## src/rtl/r2fft_pkg.sv

```systemverilog
// ----------------------------------------------------------------------------
// r2fft_pkg: shared types, constants and functions
// Payload structs, controller states and twiddle ROM for the radix-2 FFT.
// ----------------------------------------------------------------------------
package r2fft_pkg;

  localparam int unsigned MaxPoints = 64;
  localparam int unsigned DataW     = 24;

  localparam logic [0:0] RegInverse = 1'b0;
  localparam logic [0:0] RegLog2    = 1'b1;

  typedef struct packed {
    logic signed [15:0] sample_re;
    logic signed [15:0] sample_im;
  } in_beat_t;

  typedef struct packed {
    logic signed [23:0] result_re;
    logic signed [23:0] result_im;
    logic [5:0]         bin_index;
    logic               frame_last;
  } out_beat_t;

  typedef enum logic [2:0] {
    StLoad,
    StPermRd,
    StPermWr,
    StBflyRdA,
    StBflyRdB,
    StBflyWr,
    StOutRd,
    StOut
  } state_e;

  // cos(2*pi*t/64), t = 0..16
  function automatic logic signed [16:0] cos_rom(input logic [4:0] t);
    logic signed [16:0] v;
    case (t)
      5'd0:  v = 17'sd32767;
      5'd1:  v = 17'sd32610;
      5'd2:  v = 17'sd32138;
      5'd3:  v = 17'sd31357;
      5'd4:  v = 17'sd30273;
      5'd5:  v = 17'sd28898;
      5'd6:  v = 17'sd27245;
      5'd7:  v = 17'sd25330;
      5'd8:  v = 17'sd23170;
      5'd9:  v = 17'sd20788;
      5'd10: v = 17'sd18205;
      5'd11: v = 17'sd15447;
      5'd12: v = 17'sd12540;
      5'd13: v = 17'sd9512;
      5'd14: v = 17'sd6393;
      5'd15: v = 17'sd3212;
      default: v = 17'sd0;
    endcase
    return v;
  endfunction

  function automatic logic signed [23:0] sat24(input logic signed [25:0] v);
    logic signed [23:0] r;
    if (v > 26'sd8388607) begin
      r = 24'sh7fffff;
    end else if (v < -26'sd8388608) begin
      r = 24'sh800000;
    end else begin
      r = v[23:0];
    end
    return r;
  endfunction

endpackage

```

## src/rtl/r2fft_mem.sv

```systemverilog
// ----------------------------------------------------------------------------
// r2fft_mem: sample store
// Single write, single read synchronous RAM with registered read data.
// ----------------------------------------------------------------------------
module r2fft_mem #(
  parameter int unsigned Depth = r2fft_pkg::MaxPoints,
  parameter int unsigned AddrW = $clog2(Depth)
) (
  input  logic             clk_i,
  input  logic             we_i,
  input  logic [AddrW-1:0] waddr_i,
  input  logic [47:0]      wdata_i,
  input  logic [AddrW-1:0] raddr_i,
  output logic [47:0]      rdata_o
);

  logic [47:0] mem_q [Depth];

  always_ff @(posedge clk_i) begin
    if (we_i) begin
      mem_q[waddr_i] <= wdata_i;
    end
    rdata_o <= mem_q[raddr_i];
  end

endmodule

```

## config.mk

```make
export PLATFORM = sky130hd
export DESIGN_NAME = r2fft_mem
export DESIGN_NICKNAME = d
export VERILOG_FILES = /design/src/rtl/r2fft_pkg.sv /design/src/rtl/r2fft_mem.sv
export SDC_FILE = /design/constraint.sdc
export NUM_CORES = 2
export LEC_CHECK = 0
export BUFFER_PORTS_ARGS = -buffer_cell sky130_fd_sc_hd__buf_2
export CAP_MARGIN = 15
export CORE_ASPECT_RATIO = 1.1
export CORE_MARGIN = 2
export CORE_UTILIZATION = 45
export CTS_BUF_LIST = sky130_fd_sc_hd__clkbuf_16
export CTS_CLUSTER_DIAMETER = 50
export DETAILED_ROUTE_END_ITERATION = 12
export PLACE_DENSITY = 0.69
export SLEW_MARGIN = 20
export SYNTH_ARGS = -nofsm -noshare
export SYNTH_HDL_FRONTEND = slang
export SYNTH_SLANG_ARGS = --single-unit
```

## constraint.sdc

```tcl
create_clock -name clk_i -period 10.1 [get_ports clk_i]
set_clock_uncertainty 0.1 [all_clocks]
set_input_delay 0.505 -clock clk_i [delete_from_list [all_inputs] [get_ports clk_i]]
set_output_delay 0.505 -clock clk_i [all_outputs]
set_load 0.05 [all_outputs]
```

* After elaboration in Yosys (flattened, before gate mapping)
Memory sizes are Yosys's and may differ from the RTL's. A register that Yosys moved wholly into a read port is not among the register bits.
Index checks and enable logic that the tools add are counted.
** Cells by class
- Muxes and demuxes :: 2
** Operator list (number)
- 2-to-1 mux 1 bit :: 2
** Word-level totals
- Bits in writable memories :: 3072
- Output and inout bits :: 48
- Register bits after elaboration :: 0
- Input bits :: 62
- Logic and storage cells :: 3
- Memories :: 1
** Memories
- mem_q :: words 64, width 48, rd ports 1, clocked after memory_dff 1, write ports 1, RTL line r2fft_mem.sv:17 : logic [47:0] mem_q [Depth];

* Longest topological paths before layout
- Depth after elaboration :: 2
- Depth in mapped cells :: 9
- Gate-level depth less buffers :: 5

* Least setup slack after synthesis
OpenSTA, ideal clock, no wires.
- Path kind :: input -> register
- From :: in waddr_i[3]
- To :: mem mem_q[48][0] (enable)
- Path slack :: 5.210 ns
- Data required time :: 9.487 ns
- Stages :: 4
- Setup time :: 0.513 ns
- Buffers on the path :: 1
- Arrival :: 4.277 ns
- Cell sequence :: clkbuf_1 nor2b_1 nand4b_1 nor3_1
** RTL lines
- from (decl) :: RTL line r2fft_mem.sv:11 : input logic [AddrW-1:0] waddr_i,
- to (decl) :: RTL line r2fft_mem.sv:17
No word-level cell before the write port.

==> results.sh <==
export IMPL_hold_class="input port to flop"
export IMPL_die_area_um2=264000
export IMPL_tritoncts="done"
export IMPL_critical_path_depth=7
export IMPL_drt_pass1_iter_count=8
export IMPL_synth_edff_count=3072
export IMPL_synthCells=4970
export IMPL_ys_ff_latch=3120
export IMPL_routed_wl_um=311000
export IMPL_clk_latency_ns=0.95
export IMPL_final_nets=5363
export IMPL_drive_above_1_share=0.285
export IMPL_status="complete, but fails checks"
export IMPL_avgSynthCellArea_um2=23.6
export IMPL_dpl_cell_area_um2=122000
export IMPL_place_congestion=0.788
export IMPL_fin_cells=9022
export IMPL_cts_max_level=5
export IMPL_leakagePower_uw=0.0414
export IMPL_crit_arrival_ns=4.51
export IMPL_period_needed_ns=3.86
export IMPL_grt_pass1_vias=57038
export IMPL_synthesis_area_um2=117000
export IMPL_crit_type="input port to flop"
export IMPL_r2r_end="rdata_o[1]"
export IMPL_fmax_mhz=259
export IMPL_grt_max_degree=138
export IMPL_finalInstanceArea_um2=133000
export IMPL_required_ns=10.76
export IMPL_p_per_area_nw_per_um2=206
export IMPL_ff2ff_path_depth=4
export IMPL_fin_crit_sh=0.382
export IMPL_yosysMostFrequentCell="edfxtp_1"
export IMPL_synth_nets=5032
export IMPL_num_vias=57280
export IMPL_vdd_ir_drop_worst_v=0.000209
export IMPL_cts_sinks=3120
export IMPL_whs_ns=-0.0183
export IMPL_grt_setup_unrepaired="no"
export IMPL_synthArstFlopShare=0
export IMPL_crit_buf_inv=3
export IMPL_synth_common_cells="3072 x edfxtp_1, 754 x mux4_2, 132 x nor2_1"
export IMPL_initial_utilization=0.452
export IMPL_worstMarginPinSlew_ns=1.19
export IMPL_slew_violations=0
export IMPL_crit_end="rdata_o[1]"
export IMPL_synth_warnings=0
export IMPL_relSlewSlack=0.207
export IMPL_dp_hpwl_um=163000
export IMPL_wl_per_cell_um=34.5
export IMPL_grtUsageTotal=0.232
export IMPL_cpMostUsedCell="buf_12"
export IMPL_yosysTopAreaCell="edfxtp_1"
export IMPL_setup_viol=0
export IMPL_grt_overflow_total=0
export IMPL_cpPeakStageDelay_ns=0.88
export IMPL_die_x_um=490
export IMPL_max_cap_violations=0
export IMPL_tns_ns=0
export IMPL_min_from="wdata_i[22]"
export IMPL_dpl_worst_slack_ns=5.14
export IMPL_hold_viol_final=8
export IMPL_failed_checks="negative hold slack"
export IMPL_drt_initial_drc_count=8650
export IMPL_via_per_inst=6.35
export IMPL_cp_top_family="buffers and inverters"
export IMPL_cts_resized=0
export IMPL_cts_root_buf="clkbuf_16"
export IMPL_worstPathMaxFanout=100
export IMPL_synth_area_leaders="edfxtp_1 79%, mux4_2 14%, dfxtp_1 0.82%, o22ai_1 0.65%, a221oi_1 0.62%"
export IMPL_grt_pass1_wl_um=435000
export IMPL_dp_cells=8413
export IMPL_core_area_um2=259000
export IMPL_num_rows=196
export IMPL_io_pins=110
export IMPL_antenna_found_initial=25
export IMPL_startpoint="raddr_i[0]"
export IMPL_synthFlopType="edfxtp_1"
export IMPL_cp_end_kind="flop"
export IMPL_clkTransAtPathRegs_ns=0.07
export IMPL_cts_made_buffers=333
export IMPL_worstSetupStartpointType="input port"
export IMPL_area_delta_synth_final_pct=13.8
export IMPL_fin_ws_ns=6.24
export IMPL_drc=0
export IMPL_ant_nets=0
export IMPL_yosysTopAreaCellShare=0.788
export IMPL_port_buffers=109
export IMPL_clockBufferDepth=4
export IMPL_r2r_start="mem_q[27][1]"
export IMPL_cp_slowest_cell="a221oi_1"
export IMPL_path_cells="buf_12 > buf_12 > buf_12 > mux4_2 > a22o_1 > a221oi_1 > a221oi_1"
export IMPL_yosysUniqueCellTypes=36
export IMPL_yosysSeqAreaShare=0.796
export IMPL_r2r_slack_ns=7.58
export IMPL_die_y_um=539
[report_power, final]
part,internal [µW],switching [µW]
registers,14300,60.8
logic,452,878
clock network,6840,4910
[worst min-delay path by stage]
| stage | endpoint | cells past startpoint | slack (ns) |
|---|---|---|---|
| 2_1_floorplan | mem_q[0][0] | 0 | 0.50 |
| 6_report | mem_q[47][22] | 1 | -0.02 |
| 3_3_place_gp | rdata_o[33] | 4 | 0.66 |
| 5_1_grt | mem_q[47][22] | 1 | 0.003 |
| 3_5_place_dp | rdata_o[36] | 4 | 0.66 |
| 4_1_cts | mem_q[44][46] | 2 | 0.1 |
[layer usage]
metal,GRT usage,up-vias,part of all wire
met3,0.0507,614,0.11
met5,0,-,0.00037
met4,0.0813,16,0.039
met2,0.378,3647,0.49
met1,0.311,30833,0.37
li1,-,22170,-
[through the flow]
step	hold WS (ns)	utilization	power (µW)
finish	-0.0183	0.515	27500
detailed placement	0.662	0.473	16000
global route	0.00253	0.515	28200
floorplan	0.504	-	15400
CTS	0.0969	0.513	27600
global placement	0.658	0.472	16000
[sequential cells by signal, summed over array words and instances (netlist names)]
signal / cells
mem_q: 3072
rdata_o: 48
[layout by cell type, fill, tap and decap left out, types with 32 or more instances in the layout]
cell	instances
inv_1	57
edfxtp_1	3072
a22o_1	57
clkinv_2	46
mux4_2	754
a211oi_1	32
dfxtp_1	48
a221oi_1	82
o22ai_1	122
nor2_4	64
nor2_1	68
mux2i_1	63
a22oi_1	72
clkinv_1	67
buf_2	77
nand2_1	54
a21oi_1	74
clkbuf_16	339
buf_4	164
[cell type report]
type / instances / area (µm²)
antenna: 5 / 12.5
clock buffer: 339 / 8480
clock inverter: 247 / 2010
fill: 19597 / 126000
multi-input combinational: 1568 / 22900
sequential: 3120 / 93200
tap: 3465 / 4340
timing repair buffer: 278 / 2270
[kinds of logic after synthesis]
group / share of synthesized area
AOI/OAI and AO/OA: 0.0302
DFF: 0.796
muxes: 0.152
buffers and inverters: 0.0128
and+or+nand+nor: 0.00957
[timing repair]
action	CTS	global route
endpoints found under the setup margin	0	0
hold endpoints to repair	0	126
setup buffers	0	0
hold buffers	0	11
(Power assumes the default switching activity.)
