File: config.mk
export PLATFORM = sky130hd
export DESIGN_NAME = r2fft_bfly
export DESIGN_NICKNAME = d
export VERILOG_FILES = /design/src/rtl/r2fft_pkg.sv /design/src/rtl/r2fft_bfly.sv
export SDC_FILE = /design/constraint.sdc
export NUM_CORES = 2
export LEC_CHECK = 0
export BUFFER_PORTS_ARGS = -buffer_cell sky130_fd_sc_hd__buf_2
export CORE_ASPECT_RATIO = 1.5
export CORE_MARGIN = 4
export CORE_UTILIZATION = 54
export CTS_CLUSTER_DIAMETER = 60
export DETAILED_ROUTE_END_ITERATION = 16
export GPL_ROUTABILITY_DRIVEN = 0
export PLACE_DENSITY_LB_ADDON = 0.3
export SETUP_SLACK_MARGIN = 0.15
export SLEW_MARGIN = 20
export SYNTH_ARGS = -nofsm -noshare
export SYNTH_HDL_FRONTEND = slang
export SYNTH_SLANG_ARGS = --single-unit
File: constraint.sdc
create_clock -name clk_i -period 13.5 [get_ports clk_i]
set_input_delay 2.7 -clock clk_i [delete_from_list [all_inputs] [get_ports clk_i]]
set_output_delay 2.7 -clock clk_i [all_outputs]
set_load 0.01 [all_outputs]
File: src/rtl/r2fft_pkg.sv
// ----------------------------------------------------------------------------
// r2fft_pkg: shared types, constants and functions
// Payload structs, controller states and twiddle ROM for the radix-2 FFT.
// ----------------------------------------------------------------------------
package r2fft_pkg;

  localparam int unsigned MaxPoints = 64;
  localparam int unsigned DataW     = 24;

  localparam logic [0:0] RegInverse = 1'b0;
  localparam logic [0:0] RegLog2    = 1'b1;

  typedef struct packed {
    logic signed [15:0] sample_re;
    logic signed [15:0] sample_im;
  } in_beat_t;

  typedef struct packed {
    logic signed [23:0] result_re;
    logic signed [23:0] result_im;
    logic [5:0]         bin_index;
    logic               frame_last;
  } out_beat_t;

  typedef enum logic [2:0] {
    StLoad,
    StPermRd,
    StPermWr,
    StBflyRdA,
    StBflyRdB,
    StBflyWr,
    StOutRd,
    StOut
  } state_e;

  // cos(2*pi*t/64), t = 0..16
  function automatic logic signed [16:0] cos_rom(input logic [4:0] t);
    logic signed [16:0] v;
    case (t)
      5'd0:  v = 17'sd32767;
      5'd1:  v = 17'sd32610;
      5'd2:  v = 17'sd32138;
      5'd3:  v = 17'sd31357;
      5'd4:  v = 17'sd30273;
      5'd5:  v = 17'sd28898;
      5'd6:  v = 17'sd27245;
      5'd7:  v = 17'sd25330;
      5'd8:  v = 17'sd23170;
      5'd9:  v = 17'sd20788;
      5'd10: v = 17'sd18205;
      5'd11: v = 17'sd15447;
      5'd12: v = 17'sd12540;
      5'd13: v = 17'sd9512;
      5'd14: v = 17'sd6393;
      5'd15: v = 17'sd3212;
      default: v = 17'sd0;
    endcase
    return v;
  endfunction

  function automatic logic signed [23:0] sat24(input logic signed [25:0] v);
    logic signed [23:0] r;
    if (v > 26'sd8388607) begin
      r = 24'sh7fffff;
    end else if (v < -26'sd8388608) begin
      r = 24'sh800000;
    end else begin
      r = v[23:0];
    end
    return r;
  endfunction

endpackage

File: src/rtl/r2fft_bfly.sv
// ----------------------------------------------------------------------------
// r2fft_bfly: butterfly datapath
// Twiddle lookup, complex multiply with rounding, add/subtract with saturation.
// Products are registered after the multiply.
// ----------------------------------------------------------------------------
module r2fft_bfly (
  input  logic               clk_i,
  input  logic [4:0]         tw_idx_i,
  input  logic               inverse_i,
  input  logic signed [23:0] b_re_i,
  input  logic signed [23:0] b_im_i,
  input  logic               mul_en_i,
  input  logic signed [23:0] a_re_i,
  input  logic signed [23:0] a_im_i,
  output logic [47:0]        sum_o,
  output logic [47:0]        dif_o
);

  logic signed [16:0] wc, ws;
  logic signed [41:0] pr_d, pi_d, pr_q, pi_q;
  logic signed [26:0] qr_s, qi_s;
  logic signed [23:0] qr, qi;

  always_comb begin
    if (tw_idx_i <= 5'd16) begin
      wc = r2fft_pkg::cos_rom(tw_idx_i);
      ws = r2fft_pkg::cos_rom(5'd16 - tw_idx_i);
    end else begin
      wc = -r2fft_pkg::cos_rom(5'(6'd32 - {1'b0, tw_idx_i}));
      ws = r2fft_pkg::cos_rom(tw_idx_i - 5'd16);
    end
    if (!inverse_i) begin
      ws = -ws;
    end
    pr_d = 42'(b_re_i * wc) - 42'(b_im_i * ws);
    pi_d = 42'(b_re_i * ws) + 42'(b_im_i * wc);
  end

  always_ff @(posedge clk_i) begin
    if (mul_en_i) begin
      pr_q <= pr_d;
      pi_q <= pi_d;
    end
  end

  always_comb begin
    logic signed [41:0] rr, ri;
    rr = (pr_q + 42'sd16384) >>> 15;
    ri = (pi_q + 42'sd16384) >>> 15;
    if (rr > 42'sd8388607) qr = 24'sh7fffff;
    else if (rr < -42'sd8388608) qr = 24'sh800000;
    else qr = rr[23:0];
    if (ri > 42'sd8388607) qi = 24'sh7fffff;
    else if (ri < -42'sd8388608) qi = 24'sh800000;
    else qi = ri[23:0];
    qr_s = 27'(qr);
    qi_s = 27'(qi);
    sum_o = {r2fft_pkg::sat24(26'(27'(a_re_i) + qr_s)),
             r2fft_pkg::sat24(26'(27'(a_im_i) + qi_s))};
    dif_o = {r2fft_pkg::sat24(26'(27'(a_re_i) - qr_s)),
             r2fft_pkg::sat24(26'(27'(a_im_i) - qi_s))};
  end

endmodule

## Word-level counts from Yosys, hierarchy flattened

Memory sizes are Yosys's and may differ from the RTL's.
Cells that the tools add are included.

| storage, ports and cells | value |
|---|---|
| memory bits (writable) | 0 |
| output and inout bits | 96 |
| bits in latches | 0 |
| bits of input ports | 104 |
| bits in read-only memories | 960 |
| register bits | 84 |
| word-level logic and storage cells | 56 |
| memories | 4 |

| operators by class | value |
|---|---|
| bitwise gates (word level) | 0 |
| multiplexer cells | 20 |
| multipliers | 4 |
| order comparisons | 13 |
| shift-type cells | 0 |
| $add $sub $neg | 13 |
| divide/modulo/power cells | 0 |
| reductions and logical operators | 0 |
| eq/ne operators | 0 |

Memories:

| name | depth | bits a word | rd ports | clocked after Yosys merged registers in | write ports | RTL line | RTL |
|---|---|---|---|---|---|---|---|
| (name not given) | 16 | 15 | 1 | 0 | 0 | r2fft_pkg.sv:39 | `case (t)` |
| (name not given) | 16 | 15 | 1 | 0 | 0 | r2fft_pkg.sv:39 |  |
| (name not given) | 16 | 15 | 1 | 0 | 0 | r2fft_pkg.sv:39 |  |
| (name not given) | 16 | 15 | 1 | 0 | 0 | r2fft_pkg.sv:39 |  |

Operators with widths:

| kind | number |
|---|---|
| $mux W24 | 12 |
| $mul A24 B17 Y41 | 4 |
| $mux W17 | 8 |
| $gt A25 B24 Y1 const B | 4 |
| $lt A25 B24 Y1 const B | 4 |
| $add A42 B16 Y42 const B | 2 |
| $gt A27 B24 Y1 const B | 2 |
| $lt A27 B24 Y1 const B | 2 |
| $add A24 B24 Y25 | 2 |
| $sub A24 B24 Y25 | 2 |
| $add A41 B41 Y42 | 1 |
| $sub A41 B41 Y42 | 1 |
| $neg A17 Y17 | 2 |
| $le A5 B5 Y1 const B | 1 |
| $sub A1 B5 Y5 const A | 1 |
| $sub A5 B5 Y5 const A | 1 |
| $sub A5 B5 Y5 const B | 1 |

## Depth between registers and ports, before layout

| logic depth | value |
|---|---|
| depth after elaboration | 8 |
| mapped depth | 51 |
| gate-level depth less buffers | 41 |

## Worst setup path after synthesis

Ideal clock, no wire load.

| timing path | value |
|---|---|
| path type | input port to flip-flop |
| start | input port tw_idx_i[1] |
| end | register pi_q[41] (data pin) |
| arrival time | 13,207 ps |
| buffers on the path | 11 |
| cell stages on the path | 48 |
| library setup time | 260 ps |
| required time | 13,240 ps |
| path slack | 34 ps |
| cell sequence | buf_2 clkbuf_1 clkbuf_1 inv_1 ha_1 buf_2 buf_2 nor2b_1 nand2_1 ha_1 clkbuf_1 nand2b_1 clkbuf_1 or3_1 o21a_1 ha_1 and3_1 clkbuf_1 [... 12 more ...] inv_1 fa_1 fa_1 fa_1 inv_1 fa_1 inv_1 ha_1 nand4_1 or4_1 nor3_1 nand2_1 a21oi_1 nor2_1 o311ai_0 a31oi_1 o21bai_1 xnor2_1 |

| between the ends | value |
|---|---|
| cells in the longest elaborated chain, start to end | 8 |
| elaborated cells between the ends (all ways) | 21 |
| those cells by class | add/sub (6); mul (2); order compare (1); mux (8); memory (4) |

Ends and longest elaborated chain:

| element | RTL line | RTL |
|---|---|---|
| start: declaration | r2fft_bfly.sv:8 | `input logic [4:0] tw_idx_i,` |
| $sub A5 B5 Y5 (tied with other cells) | r2fft_bfly.sv:30 | `ws = r2fft_pkg::cos_rom(tw_idx_i - 5'd16);` |
| $mem_v2 Z16 W15 | -- |  |
| $mux W17 | r2fft_pkg.sv:39 |  |
| $mux W17 | r2fft_bfly.sv:25 | `if (tw_idx_i <= 5'd16) begin` |
| $neg A17 Y17 (on tied branches) | r2fft_bfly.sv:33, r2fft_bfly.sv:29 |  |
| $mux W17 (on tied branches) | r2fft_bfly.sv:32, r2fft_bfly.sv:25 |  |
| $mul A24 B17 Y41 | r2fft_bfly.sv:36 | `pi_d = 42'(b_re_i * ws) + 42'(b_im_i * wc);` |
| $add A41 B41 Y42 * | r2fft_bfly.sv:36 |  |
| via pi_d[41] | r2fft_bfly.sv:20 | `logic signed [41:0] pr_d, pi_d, pr_q, pi_q;` |
| end signal: assignment | r2fft_bfly.sv:42 | `pi_q <= pi_d;` |
| end: declaration | r2fft_bfly.sv:20 |  |

Mark *: on every way through the listed nets, which the timed path passes. The rest lies on a longest branch. The select of a mux whose other input is x is not followed.
A chain may end at the register's enable or synchronous reset.

## Final worst setup path

| timing path | value |
|---|---|
| start | input port tw_idx_i[1] |
| end | register pi_q[34] (data pin) |

Same word-level chain as after synthesis.

==> parameters.txt <==
Parameter                              Value

Status
  Status ... finished, final reports clean

Timing
  Share of the clock period used by the worst path after layout ... 0.9587
  Number of setup violations in the final report ... 0
  Final Hold Vio Count ... 0
  Worst max-slew margin expressed relative to the limit ... 0.2259
  Time the final worst path needs with I/O delays and setup ... 12.94 ns
  Sum Neg Setup Slack ... 0 ns
  F_max ... 77.26 MHz
  Setup repair after global routing missed its margin ... no
  Final Max Slew Viols ... 0
  Worst Tran Pin Value ... 1.161 ns

Die
  Starting utilization of the core area ... 0.5447
  Core Region ... 126,900 um2
  DIE AREA ... 133,900 um2
  Die Ht ... 446.2 um
  Chip width ... 300.1 um
  Site row count ... 160
  Total I/O pin count ... 200

Synth
  Proportion of synthesized flip-flops having asynchronous set or reset ... 0
  Total standard cell area after synthesis ... 69,130 um2
  Fraction of the yosys area taken by sequential cells ... 0.02432
  Synthesized area per cell ... 9.029 um2
  Cell accounting for the most synthesized area ... sky130_fd_sc_hd__fa_1
  Register bit total from synthesis ... 56
  Distinct cells, synth ... 98
  Cell types with the highest counts after synthesis ... 1,831 x sky130_fd_sc_hd__inv_1, 1,785 x sky130_fd_sc_hd__fa_1, 869 x sky130_fd_sc_hd__nand2_1
  Top-count cell post-synth ... sky130_fd_sc_hd__inv_1
  Area share of the largest cell type after synthesis ... 0.5169
  Synth Net Count ... 9,977
  Main flop type after synthesis ... sky130_fd_sc_hd__edfxtp_1
  Number of instances in the synthesized netlist ... 7,657
  Count of flip-flops with a built-in enable after synthesis ... 56
  Yosys warning count ... 0
  Ranking of synthesized cells by area ... sky130_fd_sc_hd__fa_1 52%, sky130_fd_sc_hd__inv_1 9.9%, sky130_fd_sc_hd__ha_1 7.8%, sky130_fd_sc_hd__and2_1 7.2%, sky130_fd_sc_hd__nand2_1 4.7%

Global routing
  Number of global-route vias before repair ... 57,830
  Global-route wire length before repair ... 300,500 um
  Total overflow reported by the global router ... 0
  Antenna violations before repair ... 14
  Pin count of the biggest net entering global routing ... 57
  Global-route usage over all layers ... 0.2861

CTS
  CTS buffer count ... 5
  Number of buffers between clock root and the deepest sink ... 2
  Clock slew at reported path FFs ... 0.08 ns
  Clock root buffer ... sky130_fd_sc_hd__clkbuf_16
  H-Tree Depth ... 2
  Sinks on Clock Net ... 56
  CTS tree ... yes

Setup path
  Type of the worst setup path ... input pin to flop
  Kind of start point of the critical path ... input pin
  Most repeated library cell on the critical path ... sky130_fd_sc_hd__fa_1
  Worst-path maximum fanout ... 48
  Kind of cell adding the most delay to the critical path ... adder cells
  Data arrival time of the critical path ... 13.03 ns
  Crit-path max cell delay ... 0.59 ns
  Worst EP required ... 13.58 ns
  CP Launch Point ... tw_idx_i[1]
  Critical-path top delay cell ... sky130_fd_sc_hd__fa_1
  Combined buffer and inverter count along the critical path ... 8
  Crit. End Element ... flop

Route
  Routed length per instance ... 20.04 um
  DRC violations left ... 0
  Vias ... 51,720
  Wirelength, routed ... 186,200 um
  Vias per std cell ... 5.567
  Post-route antenna net violation count ... 0
  First DRT Iteration DRCs ... 3,040
  Detailed-routing iteration count for the pre-antenna-repair pass ... 9

Finish
  Layout fillers ... 11,370
  Share of cells above drive strength 1 ... 0.06015
  Layout net count ... 9,900
  P&R area growth vs syn ... 4.755%

Flow run
  Max capacitance violation total ... 0

Hold path
  Worst Min Path Start ... mul_en_i
  Hold Crit Class ... input pin to flop

Place
  DP Wirelength ... 149,500 um
  Number of input and output port buffers inserted ... 199
==> registers in the layout, indices dropped and copies added, names as in the netlist <==
register	cells
pi_q	28
pr_q	28
==> worst paths after layout <==
check,endpoint,slack (ns),cells after the start
worst min-delay path,pi_q[22]$_DFFE_PP_,3.13,2
worst max-delay path,pi_q[34]$_DFFE_PP_,0.56,35
==> cell type report <==
| cell class | count | area [um2] | area share |
|---|---|---|---|
| antenna | 8 | 20.02 | 0.0002764 |
| clock buffer | 6 | 128.9 | 0.001780 |
| clock inverter | 2 | 35.03 | 0.0004838 |
| inverter | 1834 | 6890 | 0.09515 |
| multi-input combinational | 5360 | 59320 | 0.8191 |
| sequential | 56 | 1682 | 0.02322 |
| tap | 1701 | 2128 | 0.02939 |
| timing repair buffer | 323 | 2220 | 0.03065 |
==> stage by stage <==
stage	cell area, um2	setup WS, ns	hold WS (ns)	std cells	utilization
floorplan	69140	0.1245	2.813	7657	-
global placement	71980	0.3366	3.455	9262	0.5671
detailed placement	71980	-0.005433	3.471	9262	0.5671
CTS	72140	0.3219	3.123	9270	0.5684
global route	72400	0.1131	3.167	9284	0.5705
finish	72420	0.5570	3.131	9290	0.5706
==> layer usage <==
metal | wire (um) | track usage | share of wire | up-vias
met1 | 63510 | 0.3225 | 0.34 | 26830
li1 | - | - | - | 22270
met4 | 16130 | 0.1972 | 0.087 | 12
met2 | 96330 | 0.5102 | 0.52 | 1970
met3 | 10120 | 0.02912 | 0.054 | 637
met5 | 93 | 0 | 0.00050 | -
==> cells by family (layout without fill, tap and decap cells) <==
| group | count (synthesis) | count (layout) | synth area share |
|---|---|---|---|
| other | 0 | 8 | 0 |
| AND/OR/NAND/NOR | 2199 | 2199 | 0.1599 |
| flip-flops | 56 | 56 | 0.02432 |
| AO/OA/AOI/OAI | 682 | 683 | 0.06311 |
| multiplexers | 12 | 12 | 0.001955 |
| adder cells (fa/ha/maj) | 2234 | 2234 | 0.5975 |
| XOR/XNOR | 232 | 232 | 0.02966 |
| buffers and inverters | 2242 | 2165 | 0.1235 |
==> placed cells by master, fill, tap and decap left out, types with 6 or more instances in the layout <==
| master | Yosys | routed |
|---|---|---|
| sky130_fd_sc_hd__buf_2 | 32 | 198 |
| sky130_fd_sc_hd__a21o_1 | 56 | 55 |
| sky130_fd_sc_hd__or3_1 | 8 | 8 |
| sky130_fd_sc_hd__nor3b_1 | 8 | 8 |
| sky130_fd_sc_hd__nand3_1 | 50 | 50 |
| sky130_fd_sc_hd__fa_1 | 1785 | 1785 |
| sky130_fd_sc_hd__clkbuf_16 | 0 | 7 |
| sky130_fd_sc_hd__ha_1 | 431 | 428 |
| sky130_fd_sc_hd__maj3_1 | 18 | 18 |
| sky130_fd_sc_hd__nor3_1 | 40 | 39 |
| sky130_fd_sc_hd__nor4_1 | 8 | 8 |
| sky130_fd_sc_hd__mux2i_1 | 9 | 9 |
| sky130_fd_sc_hd__edfxtp_1 | 56 | 56 |
| sky130_fd_sc_hd__xnor2_2 | 0 | 7 |
| sky130_fd_sc_hd__a22oi_1 | 8 | 8 |
| sky130_fd_sc_hd__xnor2_1 | 162 | 153 |
| sky130_fd_sc_hd__and4_1 | 6 | 6 |
| sky130_fd_sc_hd__o211ai_1 | 15 | 15 |
| sky130_fd_sc_hd__buf_12 | 0 | 17 |
| sky130_fd_sc_hd__a211oi_1 | 16 | 16 |
| sky130_fd_sc_hd__and3_1 | 21 | 20 |
| sky130_fd_sc_hd__nand3b_1 | 8 | 8 |
| sky130_fd_sc_hd__or2_2 | 46 | 46 |
| sky130_fd_sc_hd__a31oi_1 | 17 | 17 |
| sky130_fd_sc_hd__a211o_1 | 11 | 11 |
| sky130_fd_sc_hd__nor2_1 | 211 | 208 |
| sky130_fd_sc_hd__nor2b_1 | 34 | 33 |
| sky130_fd_sc_hd__diode_2 | 0 | 8 |
| sky130_fd_sc_hd__o21a_1 | 61 | 61 |
| sky130_fd_sc_hd__and2_1 | 793 | 793 |
| sky130_fd_sc_hd__o21ai_0 | 175 | 170 |
| sky130_fd_sc_hd__nand2b_1 | 51 | 51 |
| sky130_fd_sc_hd__xor2_1 | 69 | 67 |
| sky130_fd_sc_hd__nand2_1 | 869 | 867 |
| sky130_fd_sc_hd__inv_1 | 1831 | 1831 |
| sky130_fd_sc_hd__nand4_1 | 20 | 20 |
| sky130_fd_sc_hd__buf_4 | 7 | 99 |
| sky130_fd_sc_hd__o31ai_1 | 15 | 12 |
| sky130_fd_sc_hd__o21bai_1 | 22 | 21 |
| sky130_fd_sc_hd__a21oi_1 | 190 | 188 |
==> what timing repair did <==
| item | CTS | global route |
|---|---|---|
| hold endpoints to repair | 0 | 0 |
| resized for setup | 0 | 28 |
| setup endpoints to repair | 0 | 27 |
| hold buffers | 0 | 0 |
| buffers inserted | 0 | 7 |
Power is not shown: default switching activity piles up to over one toggle a cycle in this logic, so the estimate is an artifact.
